## src/rtl/core/const_fold_integer_alu_macros.svh

```systemverilog
// Assertion macros for the constant-folding ALU.
// Used by const_fold_integer_alu.sv; assumes clk_i and rst_ni are in scope.
`ifndef CONST_FOLD_INTEGER_ALU_MACROS_SVH
`define CONST_FOLD_INTEGER_ALU_MACROS_SVH

// Checked only outside reset.
`define CFA_ASSERT(lbl, prop, msg) \
  lbl: assert property (@(posedge clk_i) disable iff (!rst_ni) prop) else $error(msg);

// Checked at every edge, reset included.
`define CFA_ASSERT_ALWAYS(lbl, prop, msg) \
  lbl: assert property (@(posedge clk_i) prop) else $error(msg);

`endif

```

## src/rtl/core/cfa_pkg.sv

```systemverilog
// Shared types, codes and helpers for the constant-folding ALU.
// No dependencies; imported by every module of the block.
`default_nettype none

package cfa_pkg;

  localparam int unsigned XLEN = 64;
  localparam int unsigned DefDataWidth = 64;
  localparam logic [XLEN-1:0] SignedMin = {1'b1, {(XLEN-1){1'b0}}};

  typedef enum logic [4:0] {
    OP_ADD  = 5'd0,  OP_SUB  = 5'd1,  OP_MUL  = 5'd2,  OP_DIV  = 5'd3,
    OP_REM  = 5'd4,  OP_AND  = 5'd5,  OP_OR   = 5'd6,  OP_XOR  = 5'd7,
    OP_SHL  = 5'd8,  OP_SHR  = 5'd9,  OP_EQ   = 5'd10, OP_NE   = 5'd11,
    OP_LT   = 5'd12, OP_LE   = 5'd13, OP_GT   = 5'd14, OP_GE   = 5'd15,
    OP_LAND = 5'd16, OP_LOR  = 5'd17, OP_NEG  = 5'd18, OP_PLUS = 5'd19,
    OP_NOT  = 5'd20, OP_LNOT = 5'd21
  } op_e;

  typedef enum logic [1:0] {
    ST_OK       = 2'd0,
    ST_DIV_ZERO = 2'd1,
    ST_OVERFLOW = 2'd2,
    ST_BAD_OP   = 2'd3
  } status_e;

  localparam logic [1:0] SizeEightBytes = 2'd3;

  // Everything an item needs besides the divider datapath.
  typedef struct packed {
    logic [XLEN-1:0] value;
    status_e         status;
    logic            is_bool;
    logic            cut;
    logic            sgn;
    logic [1:0]      size_code;
    logic            is_div;
    logic            is_rem;
    logic            q_neg;
    logic            r_neg;
  } cfa_side_t;

  // One slot of the divider chain.
  typedef struct packed {
    logic            valid;
    logic [XLEN-1:0] rem;
    logic [XLEN-1:0] dvd;
    logic [XLEN-1:0] dsr;
    cfa_side_t       side;
  } cfa_cell_t;

  function automatic logic less_than(logic [XLEN-1:0] a, logic [XLEN-1:0] b,
                                     logic sgn);
    logic [XLEN-1:0] ax;
    logic [XLEN-1:0] bx;
    ax = sgn ? (a ^ SignedMin) : a;
    bx = sgn ? (b ^ SignedMin) : b;
    return ax < bx;
  endfunction

  // Cut to bits, then sign- or zero-extend back to XLEN.
  function automatic logic [XLEN-1:0] fit_width(logic [XLEN-1:0] v, logic [6:0] bits,
                                                logic sgn);
    logic [XLEN-1:0] mask;
    logic [XLEN-1:0] top;
    logic [XLEN-1:0] r;
    mask = ({{(XLEN-1){1'b0}}, 1'b1} << bits) - {{(XLEN-1){1'b0}}, 1'b1};
    top  = v >> (bits - 7'd1);
    r    = v & mask;
    if (sgn && top[0]) begin
      r = r | ~mask;
    end
    if (bits >= 7'(XLEN)) begin
      r = v;
    end
    return r;
  endfunction

endpackage

`default_nettype wire

```

## src/rtl/core/cfa_finish.sv

```systemverilog
// Back end: sign fix of quotient and remainder, width cut, output register.
// Depends on cfa_pkg; takes the last divider cell.
`default_nettype none

module cfa_finish
  import cfa_pkg::*;
#(
  parameter int unsigned DataWidth = DefDataWidth
) (
  input  logic            clk_i,
  input  logic            rst_ni,
  input  logic            en_i,
  input  cfa_cell_t       cell_i,
  output logic            out_valid_o,
  output logic [XLEN-1:0] result_value_o,
  output logic            result_is_bool_o,
  output logic [1:0]      status_o
);

  logic [6:0]      bits;
  logic [6:0]      full;
  logic [XLEN-1:0] q, r, v;
  logic            isb;

  always_comb begin
    full = 7'd8 << cell_i.side.size_code;
    bits = (full > 7'(DataWidth)) ? 7'(DataWidth) : full;
    q    = cell_i.side.q_neg ? ('0 - cell_i.dvd) : cell_i.dvd;
    r    = cell_i.side.r_neg ? ('0 - cell_i.rem) : cell_i.rem;
    v    = cell_i.side.is_div ? (cell_i.side.is_rem ? r : q) : cell_i.side.value;
    isb  = cell_i.side.is_bool;
    if (cell_i.side.status != ST_OK) begin
      v   = '0;
      isb = 1'b0;
    end else if (!isb && cell_i.side.cut) begin
      v = fit_width(v, bits, cell_i.side.sgn);
    end
  end

  always_ff @(posedge clk_i or negedge rst_ni) begin
    if (!rst_ni) begin
      out_valid_o <= 1'b0;
    end else if (en_i) begin
      out_valid_o <= cell_i.valid;
    end
  end

  always_ff @(posedge clk_i) begin
    if (en_i) begin
      result_value_o   <= v;
      result_is_bool_o <= isb;
      status_o         <= cell_i.side.status;
    end
  end

endmodule

`default_nettype wire

```

## config.mk

```make
export PLATFORM = sky130hd
export DESIGN_NAME = cfa_finish
export DESIGN_NICKNAME = d
export VERILOG_FILES = /design/src/rtl/core/const_fold_integer_alu_macros.svh /design/src/rtl/core/cfa_pkg.sv /design/src/rtl/core/cfa_finish.sv
export SDC_FILE = /design/constraint.sdc
export NUM_CORES = 1
export LEC_CHECK = 0
export BUFFER_PORTS_ARGS = -buffer_cell sky130_fd_sc_hd__buf_2
export CAP_MARGIN = 20
export CORE_UTILIZATION = 34
export CTS_BUF_LIST = sky130_fd_sc_hd__clkbuf_4
export DETAILED_ROUTE_END_ITERATION = 7
export PLACE_DENSITY = 0.62
export SETUP_SLACK_MARGIN = 0.15
export SYNTH_ARGS = -nofsm -noshare
export SYNTH_HDL_FRONTEND = slang
export SYNTH_SLANG_ARGS = --single-unit
```

## constraint.sdc

```tcl
create_clock -name clk_i -period 0.8 [get_ports clk_i]
set_input_delay 0.08 -clock clk_i [delete_from_list [all_inputs] [get_ports clk_i]]
set_output_delay 0.08 -clock clk_i [all_outputs]
set_load 0.1 [all_outputs]
```

==> impl_results.md <==
- Root buffer cell: clkbuf_4
- Starting Density: 0.346
- Critical Path Start Type: input port
- Clock Path Buffers: 2
- Port Buf Inserts: 274
- Total GRT Usage: 0.317
- Asr flop ratio synth: 0.0147
- Inserted Clock Buffers: 9
- Gpl congestion: 0.970
- Relative slew slack: 0.706
- First-pass GRT wire length: 48300 um
- Fillcell total: 1651
- Final hold vios: 19
- Failing checks: hold timing, setup timing
- Vias in the first global route: between 8000 and 9000
- Synthesis-to-finish area growth: 89.5%
- Leak: 5.43 nW
- Worst slew pin tran: between 400 and 500 ps
- Dpl hpwl: between 20000 and 30000 um
- Clock latency on the worst-skew pair: 450 ps
- First DRT Iteration DRCs: 740
- Synth Register Bits: between 60 and 70
- Initial antenna violation count: 4
- Final period util: 3.24
- CTS Sinks: 68
- Number of synthesized flops with an enable pin: 67
- Synthesized area: approximately 6700 um^2
- Mean post-synth cell area: 8.47 um^2
- Unrepaired setup endpoints after global routing: yes
- Finished Core Util: 0.657
- Max-cap violations: 0
- CTS H-tree lvls: 3
- Worst min path class: input port to register
- Worst setup EP type: register
- Setup violators final: 131
- Core Rows: 51
- Routed len/inst: 20.0 um
- Clock skew: 0 ps
- Most common cell after layout, fill and taps aside: buf_4
- Commonest non-fill, non-tap cells in the layout: 279 x buf_4, 191 x buf_2, 75 x buf_12, 69 x xor2_1, 67 x edfxtp_1
- Core Region: 19500 um^2
- Status: complete, but fails checks
- FF+latch area: ~2000 um^2
- Grt ovf: 0
- ANT nets after route: 0
- Hold buffer count at cts: 8
- Largest net degree at the start of global routing: 38
- Post-DR vias/cell: 5.44
- Hold Worst Slack: -82.1 ps
- CP Class: input port to register
- Min cycle time layout: roughly 2600 ps
- Fin area: 12800 um^2
- Clock transition at the registers of the reported paths: 130 ps
- Worst Path Required: 1010 ps
- Fmax achieved: 0.385 GHz
- Layout cells sized above 1: 0.548
- CTS tree: built
- Sum Neg Setup Slack: -123190 ps
- Setup WS post-layout: -1790 ps
- Total wire length: around 32000 um
- Sequential share of the synthesized area: 0.302
- Chip Width: 143 um
- Die ar.: 20400 um^2
- Die Span Y: 143 um
- Pwr dens: 1180 nW/um^2
- Netlist cell types: 66
- Routed via count: 8798
- Post-synth net total: 1071
- Worst EP arrival: 2800 ps
- First-pass detailed-route iteration total: 6
- Post-DP Area: 11800 um^2
- Final Max Slew Viols: 0
- Multi-input gate area: 5150 um^2
- DR DRC count: 0
- I/O pin cnt: 339
- DP Worst Slack: -2360 ps
- CP Max Fanout: 23
- Nets: 1619
- Post-Synthesis Cells: 796
- Worst vdd ir: 0.670 mV
- Yosys warnings: 0
- Most used DFF post-synth: edfxtp_1
==> where the power goes <==
part	total, W	leakage [nW]	switching [W]	internal (W)
clock	0.00240	0.0705	0.00139	0.00101
sequential	0.00450	0.652	0.000242	0.00425
combinational	0.00813	4.71	0.00471	0.00341
total	0.0150	5.43	0.00635	0.00867
==> per-stage QoR <==
stage	total power [W]	hold slack, ps	cells
4_1_cts	0.0148	-83.3	1612
2_1_floorplan	0.00837	-216	796
6_report	0.0150	-82.1	1618
5_1_grt	0.0156	-66.7	1618
3_3_place_gp	0.0121	-145	1579
3_5_place_dp	0.0121	-145	1579
==> sequential cells by signal, summed over array words and instances, names as in the netlist <==
register          count
status_o              2
out_valid_o           1
result_value_o       64
result_is_bool_o      1
==> worst paths after layout <==
| check | from | to | slack, ps | cells past startpoint |
|---|---|---|---|---|
| worst min register to register | out_valid_o$_DFFE_PN0P_ | out_valid_o$_DFFE_PN0P_ | 600 | 1 |
| worst min-delay path | cell_i[14] | result_value_o[3]$_SDFFCE_PP0P_ | -80 | 3 |
| worst max register to register | out_valid_o$_DFFE_PN0P_ | out_valid_o$_DFFE_PN0P_ | -70 | 1 |
| min in group asynchronous | rst_ni | out_valid_o$_DFFE_PN0P_ | 450 | 3 |
| max in group asynchronous | rst_ni | out_valid_o$_DFFE_PN0P_ | 230 | 3 |
| worst max-delay path | cell_i[149] | result_value_o[54]$_SDFFCE_PP0P_ | -1790 | 11 |
==> what timing repair did <==
| item | CTS | global route |
|---|---|---|
| setup buffers | 7 | 2 |
| pin swaps | 25 | 11 |
| gates resized for setup | 115 | 59 |
| endpoints found under the hold margin | 25 | 20 |
| gates cloned | 2 | 0 |
| setup endpoints to repair | 133 | 133 |
==> critical path: stages <==
cell and delay [ps]:
buf_6 90, or4_4 550, or4_4 560, o41ai_2 360, xnor2_1 130, a221oi_2 250, buf_4 170, o2bb2a_4 180
a21oi_4 150, buf_12 190, nor3_1 80
==> cell type report <==
class                      instances  share of cell area
clock buffer                      11             0.00646
tap                              265              0.0259
timing repair buffer             588               0.396
sequential                        68               0.160
inverter                          10             0.00392
multi-input combinational        667               0.403
clock inverter                     5             0.00421
antenna                            4            0.000783
==> synthesized netlist by cell type (all sizes together) (4+ instances only) <==
library cell / number / area share
a221oi: 13 / 0.018
nor2b: 4 / 0.0037
o22ai: 10 / 0.0093
or2: 11 / 0.010
o21ai: 80 / 0.059
buf: 11 / 0.0087
ha: 4 / 0.0074
nand2b: 12 / 0.011
nor4: 18 / 0.018
a211oi: 15 / 0.017
clkbuf: 41 / 0.023
or3: 15 / 0.015
nor2: 54 / 0.030
a21oi: 35 / 0.028
o31ai: 37 / 0.041
nand2: 57 / 0.032
o41ai: 18 / 0.024
edfxtp: 67 / 0.30
and3: 6 / 0.0056
or4b: 4 / 0.0059
xnor2: 39 / 0.051
inv: 10 / 0.0056
o221a: 7 / 0.012
mux2i: 26 / 0.039
and2: 5 / 0.0046
nor3: 38 / 0.028
o221ai: 5 / 0.0065
or4: 22 / 0.026
xor2: 73 / 0.095
nand3: 20 / 0.015
==> layer usage <==
| metal | up-vias | GRT usage | part of all wire |
|---|---|---|---|
| li1 | 4167 | - | - |
| met1 | 4140 | 0.427 | 0.43 |
| met2 | 427 | 0.503 | 0.46 |
| met3 | 64 | 0.0671 | 0.082 |
| met4 | 0 | 0.0996 | 0.026 |
| met5 | - | 0 | 0 |
==> kinds of logic after synthesis <==
group,after synthesis,share of synthesized area
AO/OA/AOI/OAI,241,0.243
XOR/XNOR,112,0.145
adder cells (fa/ha/maj),4,0.00742
buffers and inverters,62,0.0371
flip-flops,68,0.302
multiplexers,29,0.0436
AND/OR/NAND/NOR,280,0.221
Note: power is estimated with default switching activity, not from simulation.
