[config.mk]
export PLATFORM = sky130hd
export DESIGN_NAME = cfa_div_cell
export DESIGN_NICKNAME = d
export VERILOG_FILES = /design/src/rtl/core/const_fold_integer_alu_macros.svh /design/src/rtl/core/cfa_pkg.sv /design/src/rtl/core/cfa_div_cell.sv
export SDC_FILE = /design/constraint.sdc
export NUM_CORES = 1
export LEC_CHECK = 0
export BUFFER_PORTS_ARGS = -buffer_cell sky130_fd_sc_hd__buf_2
export CAP_MARGIN = 20
export CELL_PAD_IN_SITES_DETAIL_PLACEMENT = 1
export CELL_PAD_IN_SITES_GLOBAL_PLACEMENT = 2
export CORE_MARGIN = 2
export CORE_UTILIZATION = 31
export CTS_CLUSTER_SIZE = 16
export DETAILED_ROUTE_END_ITERATION = 8
export GPL_ROUTABILITY_DRIVEN = 0
export PLACE_DENSITY_LB_ADDON = 0.1
export SETUP_SLACK_MARGIN = 0.4
export SYNTH_ARGS = -nofsm -noshare
export SYNTH_HDL_FRONTEND = slang
export SYNTH_SLANG_ARGS = --single-unit
[constraint.sdc]
create_clock -name clk_i -period 1.1 [get_ports clk_i]
set_clock_uncertainty 0.1 [all_clocks]
set_input_delay 0.22 -clock clk_i [delete_from_list [all_inputs] [get_ports clk_i]]
set_output_delay 0.22 -clock clk_i [all_outputs]
set_load 0.005 [all_outputs]
[src/rtl/core/const_fold_integer_alu_macros.svh]
// Assertion macros for the constant-folding ALU.
// Used by const_fold_integer_alu.sv; assumes clk_i and rst_ni are in scope.
`ifndef CONST_FOLD_INTEGER_ALU_MACROS_SVH
`define CONST_FOLD_INTEGER_ALU_MACROS_SVH

// Checked only outside reset.
`define CFA_ASSERT(lbl, prop, msg) \
  lbl: assert property (@(posedge clk_i) disable iff (!rst_ni) prop) else $error(msg);

// Checked at every edge, reset included.
`define CFA_ASSERT_ALWAYS(lbl, prop, msg) \
  lbl: assert property (@(posedge clk_i) prop) else $error(msg);

`endif

[src/rtl/core/cfa_pkg.sv]
// Shared types, codes and helpers for the constant-folding ALU.
// No dependencies; imported by every module of the block.
`default_nettype none

package cfa_pkg;

  localparam int unsigned XLEN = 64;
  localparam int unsigned DefDataWidth = 64;
  localparam logic [XLEN-1:0] SignedMin = {1'b1, {(XLEN-1){1'b0}}};

  typedef enum logic [4:0] {
    OP_ADD  = 5'd0,  OP_SUB  = 5'd1,  OP_MUL  = 5'd2,  OP_DIV  = 5'd3,
    OP_REM  = 5'd4,  OP_AND  = 5'd5,  OP_OR   = 5'd6,  OP_XOR  = 5'd7,
    OP_SHL  = 5'd8,  OP_SHR  = 5'd9,  OP_EQ   = 5'd10, OP_NE   = 5'd11,
    OP_LT   = 5'd12, OP_LE   = 5'd13, OP_GT   = 5'd14, OP_GE   = 5'd15,
    OP_LAND = 5'd16, OP_LOR  = 5'd17, OP_NEG  = 5'd18, OP_PLUS = 5'd19,
    OP_NOT  = 5'd20, OP_LNOT = 5'd21
  } op_e;

  typedef enum logic [1:0] {
    ST_OK       = 2'd0,
    ST_DIV_ZERO = 2'd1,
    ST_OVERFLOW = 2'd2,
    ST_BAD_OP   = 2'd3
  } status_e;

  localparam logic [1:0] SizeEightBytes = 2'd3;

  // Everything an item needs besides the divider datapath.
  typedef struct packed {
    logic [XLEN-1:0] value;
    status_e         status;
    logic            is_bool;
    logic            cut;
    logic            sgn;
    logic [1:0]      size_code;
    logic            is_div;
    logic            is_rem;
    logic            q_neg;
    logic            r_neg;
  } cfa_side_t;

  // One slot of the divider chain.
  typedef struct packed {
    logic            valid;
    logic [XLEN-1:0] rem;
    logic [XLEN-1:0] dvd;
    logic [XLEN-1:0] dsr;
    cfa_side_t       side;
  } cfa_cell_t;

  function automatic logic less_than(logic [XLEN-1:0] a, logic [XLEN-1:0] b,
                                     logic sgn);
    logic [XLEN-1:0] ax;
    logic [XLEN-1:0] bx;
    ax = sgn ? (a ^ SignedMin) : a;
    bx = sgn ? (b ^ SignedMin) : b;
    return ax < bx;
  endfunction

  // Cut to bits, then sign- or zero-extend back to XLEN.
  function automatic logic [XLEN-1:0] fit_width(logic [XLEN-1:0] v, logic [6:0] bits,
                                                logic sgn);
    logic [XLEN-1:0] mask;
    logic [XLEN-1:0] top;
    logic [XLEN-1:0] r;
    mask = ({{(XLEN-1){1'b0}}, 1'b1} << bits) - {{(XLEN-1){1'b0}}, 1'b1};
    top  = v >> (bits - 7'd1);
    r    = v & mask;
    if (sgn && top[0]) begin
      r = r | ~mask;
    end
    if (bits >= 7'(XLEN)) begin
      r = v;
    end
    return r;
  endfunction

endpackage

`default_nettype wire

[src/rtl/core/cfa_div_cell.sv]
// One restoring-division step: one quotient bit per cell.
// Depends on cfa_pkg; chained in the top level.
`default_nettype none

module cfa_div_cell
  import cfa_pkg::*;
(
  input  logic      clk_i,
  input  logic      rst_ni,
  input  logic      en_i,
  input  cfa_cell_t cell_i,
  output cfa_cell_t cell_o
);

  logic [XLEN:0] shifted;
  logic [XLEN:0] diff;

  always_comb begin
    shifted = {cell_i.rem, cell_i.dvd[XLEN-1]};
    diff    = shifted - {1'b0, cell_i.dsr};
  end

  // Keep the difference when it does not go negative; shift the bit into dvd.
  // Reset clears only the valid bit.
  always_ff @(posedge clk_i or negedge rst_ni) begin
    if (!rst_ni) begin
      cell_o.valid <= 1'b0;
    end else if (en_i) begin
      cell_o.valid <= cell_i.valid;
      cell_o.rem   <= diff[XLEN] ? shifted[XLEN-1:0] : diff[XLEN-1:0];
      cell_o.dvd   <= {cell_i.dvd[XLEN-2:0], ~diff[XLEN]};
      cell_o.dsr   <= cell_i.dsr;
      cell_o.side  <= cell_i.side;
    end
  end

endmodule

`default_nettype wire

==> flow_results.org <==
** Setup path
- For the worst setup path, the data arrival time is 3170 ps.
- For this design, the slowest cell found on the critical path is sky130_fd_sc_hd__ha_1.
- Worst path required time :: 1290 ps
- The critical path is of the input port to register type.
- In this design, the largest share of critical-path delay is due to compound AO/OA/AOI/OAI gates.
- In this run the worst path has a maximum fanout of 7.
- Critical path capture point type :: register
- The cell that appears most often on the critical path is sky130_fd_sc_hd__a21o_1.
- Launching element type of the critical path :: input port
- Walking the worst path, the cells encountered are buf_2 -> inv_1 -> ha_1 -> a21o_1 -> a21o_1 -> a21o_1 -> a21oi_1 -> o21ba_4 -> a211oi_4 -> o211ai_1 -> and3_4 -> clkinv_8 -> buf_6 -> buf_12 -> buf_16 -> mux2_4.
- Largest stage delay on the critical path :: 330 ps
- Together, buffers and inverters on the worst path number 6.

** Routing
- In the final routed layout, each cell accounts on average for 25.5 um.
- Number of design rule violations left after detail routing :: 0
- Dividing the detail-routed via count by the number of cells gives 4.91.
- Post-DRT Antenna Nets :: 0
- Total iterations of the first detailed-routing run :: 5
- In this run, the number of DRC markers left after iteration 0 of detailed routing was 801.
- Sum of routed wire length over all layers :: 69.9 mm
- For this block, the via count after detailed routing is 13437.

** Global routing
- Entering global routing, the biggest net connects 37 pins.
- Initial antenna violation count :: 26
- The first global-routing pass estimated 92.1 mm of wire.
- The total overflow left after global routing is 0.
- For this run, the total global-route usage over all layers was measured as 0.284.
- Vias in the first global route :: 14213

** CTS
- The number of hold buffers added after CTS was 199.
- Number of buffers on the longest clock path :: 3
- Clk_lat worst skew :: 540 ps
- Maximum level of the CTS H-tree :: 2
- Clock transition at the register clock pins on the worst setup and hold paths after CTS :: 50 ps
- TritonCTS built the clock tree.
- The root buffer cell chosen for the clock tree is sky130_fd_sc_hd__clkbuf_16.
- Number of buffers created by CTS :: 34
- Count of clock tree sinks :: 268

** Timing
- At the pin with the least slew margin, the transition time is 611 ps.
- Setup violations remaining at the end of the flow were counted as 333.
- Relative max-transition margin :: 0.589
- Number of pins exceeding their max-slew limit in the final report :: 0
- Setup repair after global routing could not meet its margin everywhere.
- The tightest hold path in the finished design has a slack of -190 ps.
- In the post-route analysis, the smallest setup slack over all paths is -1880 ps.
- Derived from the worst setup path, the maximum achievable clock frequency is 335 MHz.
- Time the final worst path needs with I/O delays and setup :: 2980 ps
- The count of endpoints failing hold in the final timing report came to 73.
- In the finished design, the share of the clock period the worst path needs comes to 2.71.

** Logic synthesis
- After synthesis, the mean cell area works out to 12.8 um^2.
- Synthesized instance count :: 1032
- Synthesized Nets :: 1368
- Number of enable-type register cells in the synthesized netlist :: 267
- After synthesis, the share of flip-flops with an asynchronous set or reset is 0.00373.
- The synthesized design contains 268 register bits.
- Post-Synthesis Cell Area :: 13200 um^2
- Syn. warnings :: 0
- Primary FF master, synth :: sky130_fd_sc_hd__edfxtp_1
- Library cells used by synthesis :: 76
- For this run, the register share of the synthesized area comes to 0.607.

** Power
- The design draws 34.1 mW.
- Across the VDD grid, the largest voltage drop is 1200 uV.
- Power spread over the standard cell area amounts to 1370 nW/um^2.
- Leakage power total :: 11.4 nW

** Run status
- The final reports fail on hold timing, setup timing.
- Result of the run :: complete, but fails checks

** Finish
- Core utilization of the finished layout :: 0.590
- Leaving out fill and tap cells, the most frequent cells in the layout are sky130_fd_sc_hd__buf_2 (498), sky130_fd_sc_hd__buf_4 (303), sky130_fd_sc_hd__edfxtp_1 (267).
- Area occupied by registers :: 8040 um^2
- Of the cells placed in the final design, the portion with a size suffix greater than 1 is 0.527.
- Total of fill cells in the finished design :: 4438
- Reg with most FFs :: cell_o
- Final cell area excluding filler cells :: 24800 um^2
- From synthesis to final layout, the design area changed by 87.3%.
- Final Instance Count excl. Fillers :: 2735
- Biggest regs :: cell_o (268)
- Area used by multi-input combinational logic :: 5510 um^2
- The library cell used most frequently in the layout, excluding fill and tap cells, is sky130_fd_sc_hd__buf_2.
- Number of flip-flops under the largest register name :: 268
- At the end of the flow, the number of nets in the layout was 2499.

** Placed design
- Cell area reported after detailed placement :: 19100 um^2
- During placement, the flow inserted port buffers numbering 538.
- After detailed placement, the design holds a cell count of 2375.
- Prior to clock tree synthesis, the placed netlist has a worst setup slack of -2450 ps.
- After legalization and detailed placement, the total HPWL measured 48.0 mm.

** Flow run
- Number of max-cap violations :: 0

** Worst hold path
- The min-delay analysis places its worst path in the category input port to register.

** Floorplan
- Standard-cell row count :: 75
- Die area :: 44400 um^2
- Die height :: 211 um
- Horizontal die dimension :: 211 um
- For this configuration, the core starts out at a cell density of 0.315.
- Placeable core area :: 42000 um^2
- During I/O placement, the number of pins put on the boundary was 539.
-- logic make-up (layout without fill, tap and decap cells) --
| logic type | after synthesis | in the layout | share of synthesized area |
|---|---|---|---|
| other | 0 | 10 | 0 |
| and+or+nand+nor | 223 | 223 | 0.0870 |
| xor gates and xnor gates | 54 | 54 | 0.0357 |
| AOI/OAI and AO/OA | 239 | 239 | 0.118 |
| DFF | 268 | 268 | 0.607 |
| adders and majority gates | 65 | 65 | 0.0620 |
| buffers and inverters | 123 | 1277 | 0.0395 |
| muxes | 60 | 60 | 0.0504 |
-- Yosys cell counts (5+ instances only) --
cell type	number	area [um^2]
sky130_fd_sc_hd__nor3_1	13	65.1
sky130_fd_sc_hd__clkbuf_1	19	71.3
sky130_fd_sc_hd__o21bai_1	14	105
sky130_fd_sc_hd__ha_1	64	801
sky130_fd_sc_hd__edfxtp_1	267	8020
sky130_fd_sc_hd__o21a_1	9	67.6
sky130_fd_sc_hd__mux2_2	50	563
sky130_fd_sc_hd__and3_1	11	68.8
sky130_fd_sc_hd__a31oi_1	10	62.6
sky130_fd_sc_hd__nor2b_1	13	81.3
sky130_fd_sc_hd__a21oi_1	77	385
sky130_fd_sc_hd__o21ai_0	40	200
sky130_fd_sc_hd__nor2_1	47	176
sky130_fd_sc_hd__o31ai_1	6	45.0
sky130_fd_sc_hd__xnor2_1	32	280
sky130_fd_sc_hd__a21o_1	31	233
sky130_fd_sc_hd__buf_2	6	30.0
sky130_fd_sc_hd__nand2b_1	8	50.1
sky130_fd_sc_hd__a31o_2	5	43.8
sky130_fd_sc_hd__inv_1	87	327
sky130_fd_sc_hd__a211oi_1	6	45.0
sky130_fd_sc_hd__nand2_1	66	248
sky130_fd_sc_hd__xor2_1	22	193
sky130_fd_sc_hd__mux2i_1	9	90.1
sky130_fd_sc_hd__o211ai_1	5	37.5
sky130_fd_sc_hd__nand4_1	20	125
sky130_fd_sc_hd__and4_1	5	43.8
sky130_fd_sc_hd__nand3_1	11	55.1
-- cell type report --
class	instances	area share
multi-input cells	641	0.222
repair buffers	1130	0.366
inverters	88	0.0149
flip-flops and latches	268	0.324
clock inverters	18	0.00948
well taps	539	0.0272
diodes	10	0.00101
clock buffers	41	0.0353
-- through the flow --
step                hold slack [ps]  setup TNS, ps
global placement              -4.22        -199130
CTS                            -217        -188300
finish                         -190        -191170
global route                   -183        -203220
detailed placement            -2.57        -206200
floorplan                      -176        -536280
-- final timing paths --
path | from | to | slack [ps] | depth (start not counted)
min in group asynchronous | rst_ni | cell_o[267]$_DFFE_PN0P_ | -30 | 3
max in group asynchronous | rst_ni | cell_o[267]$_DFFE_PN0P_ | 850 | 3
setup reg to reg | cell_o[267]$_DFFE_PN0P_ | cell_o[267]$_DFFE_PN0P_ | 270 | 1
hold reg to reg | cell_o[267]$_DFFE_PN0P_ | cell_o[267]$_DFFE_PN0P_ | 400 | 1
hold / removal | cell_i[267] | cell_o[267]$_DFFE_PN0P_ | -190 | 2
setup / recovery | cell_i[112] | cell_o[253]$_DFFE_PP_ | -1880 | 16
-- power breakdown --
part | internal [mW] | leakage (nW) | switching (mW)
Sequential | 12.3 | 2.52 | 0.349
Clock | 6.89 | 0.530 | 4.78
Combinational | 5.35 | 8.36 | 4.43
Total | 24.5 | 11.4 | 9.57
-- repair_timing --
item / CTS / global route
pin swaps: 37 / 43
setup buffers: 27 / 26
gates cloned: 4 / 35
endpoints found under the setup margin: 555 / 615
endpoints found under the hold margin: 255 / 80
gates resized for setup: 153 / 158
-- per-layer routing --
metal | vias to the layer above | share of wire | global-route usage | routed length (um)
li1 | 6136 | - | - | -
met1 | 6584 | 0.40 | 0.348 | 27900
met2 | 561 | 0.48 | 0.470 | 33300
met3 | 140 | 0.080 | 0.0865 | 5600
met4 | 16 | 0.041 | 0.113 | 2900
met5 | - | 0.0016 | 0 | 114
Power figures use the tool's default switching activity.
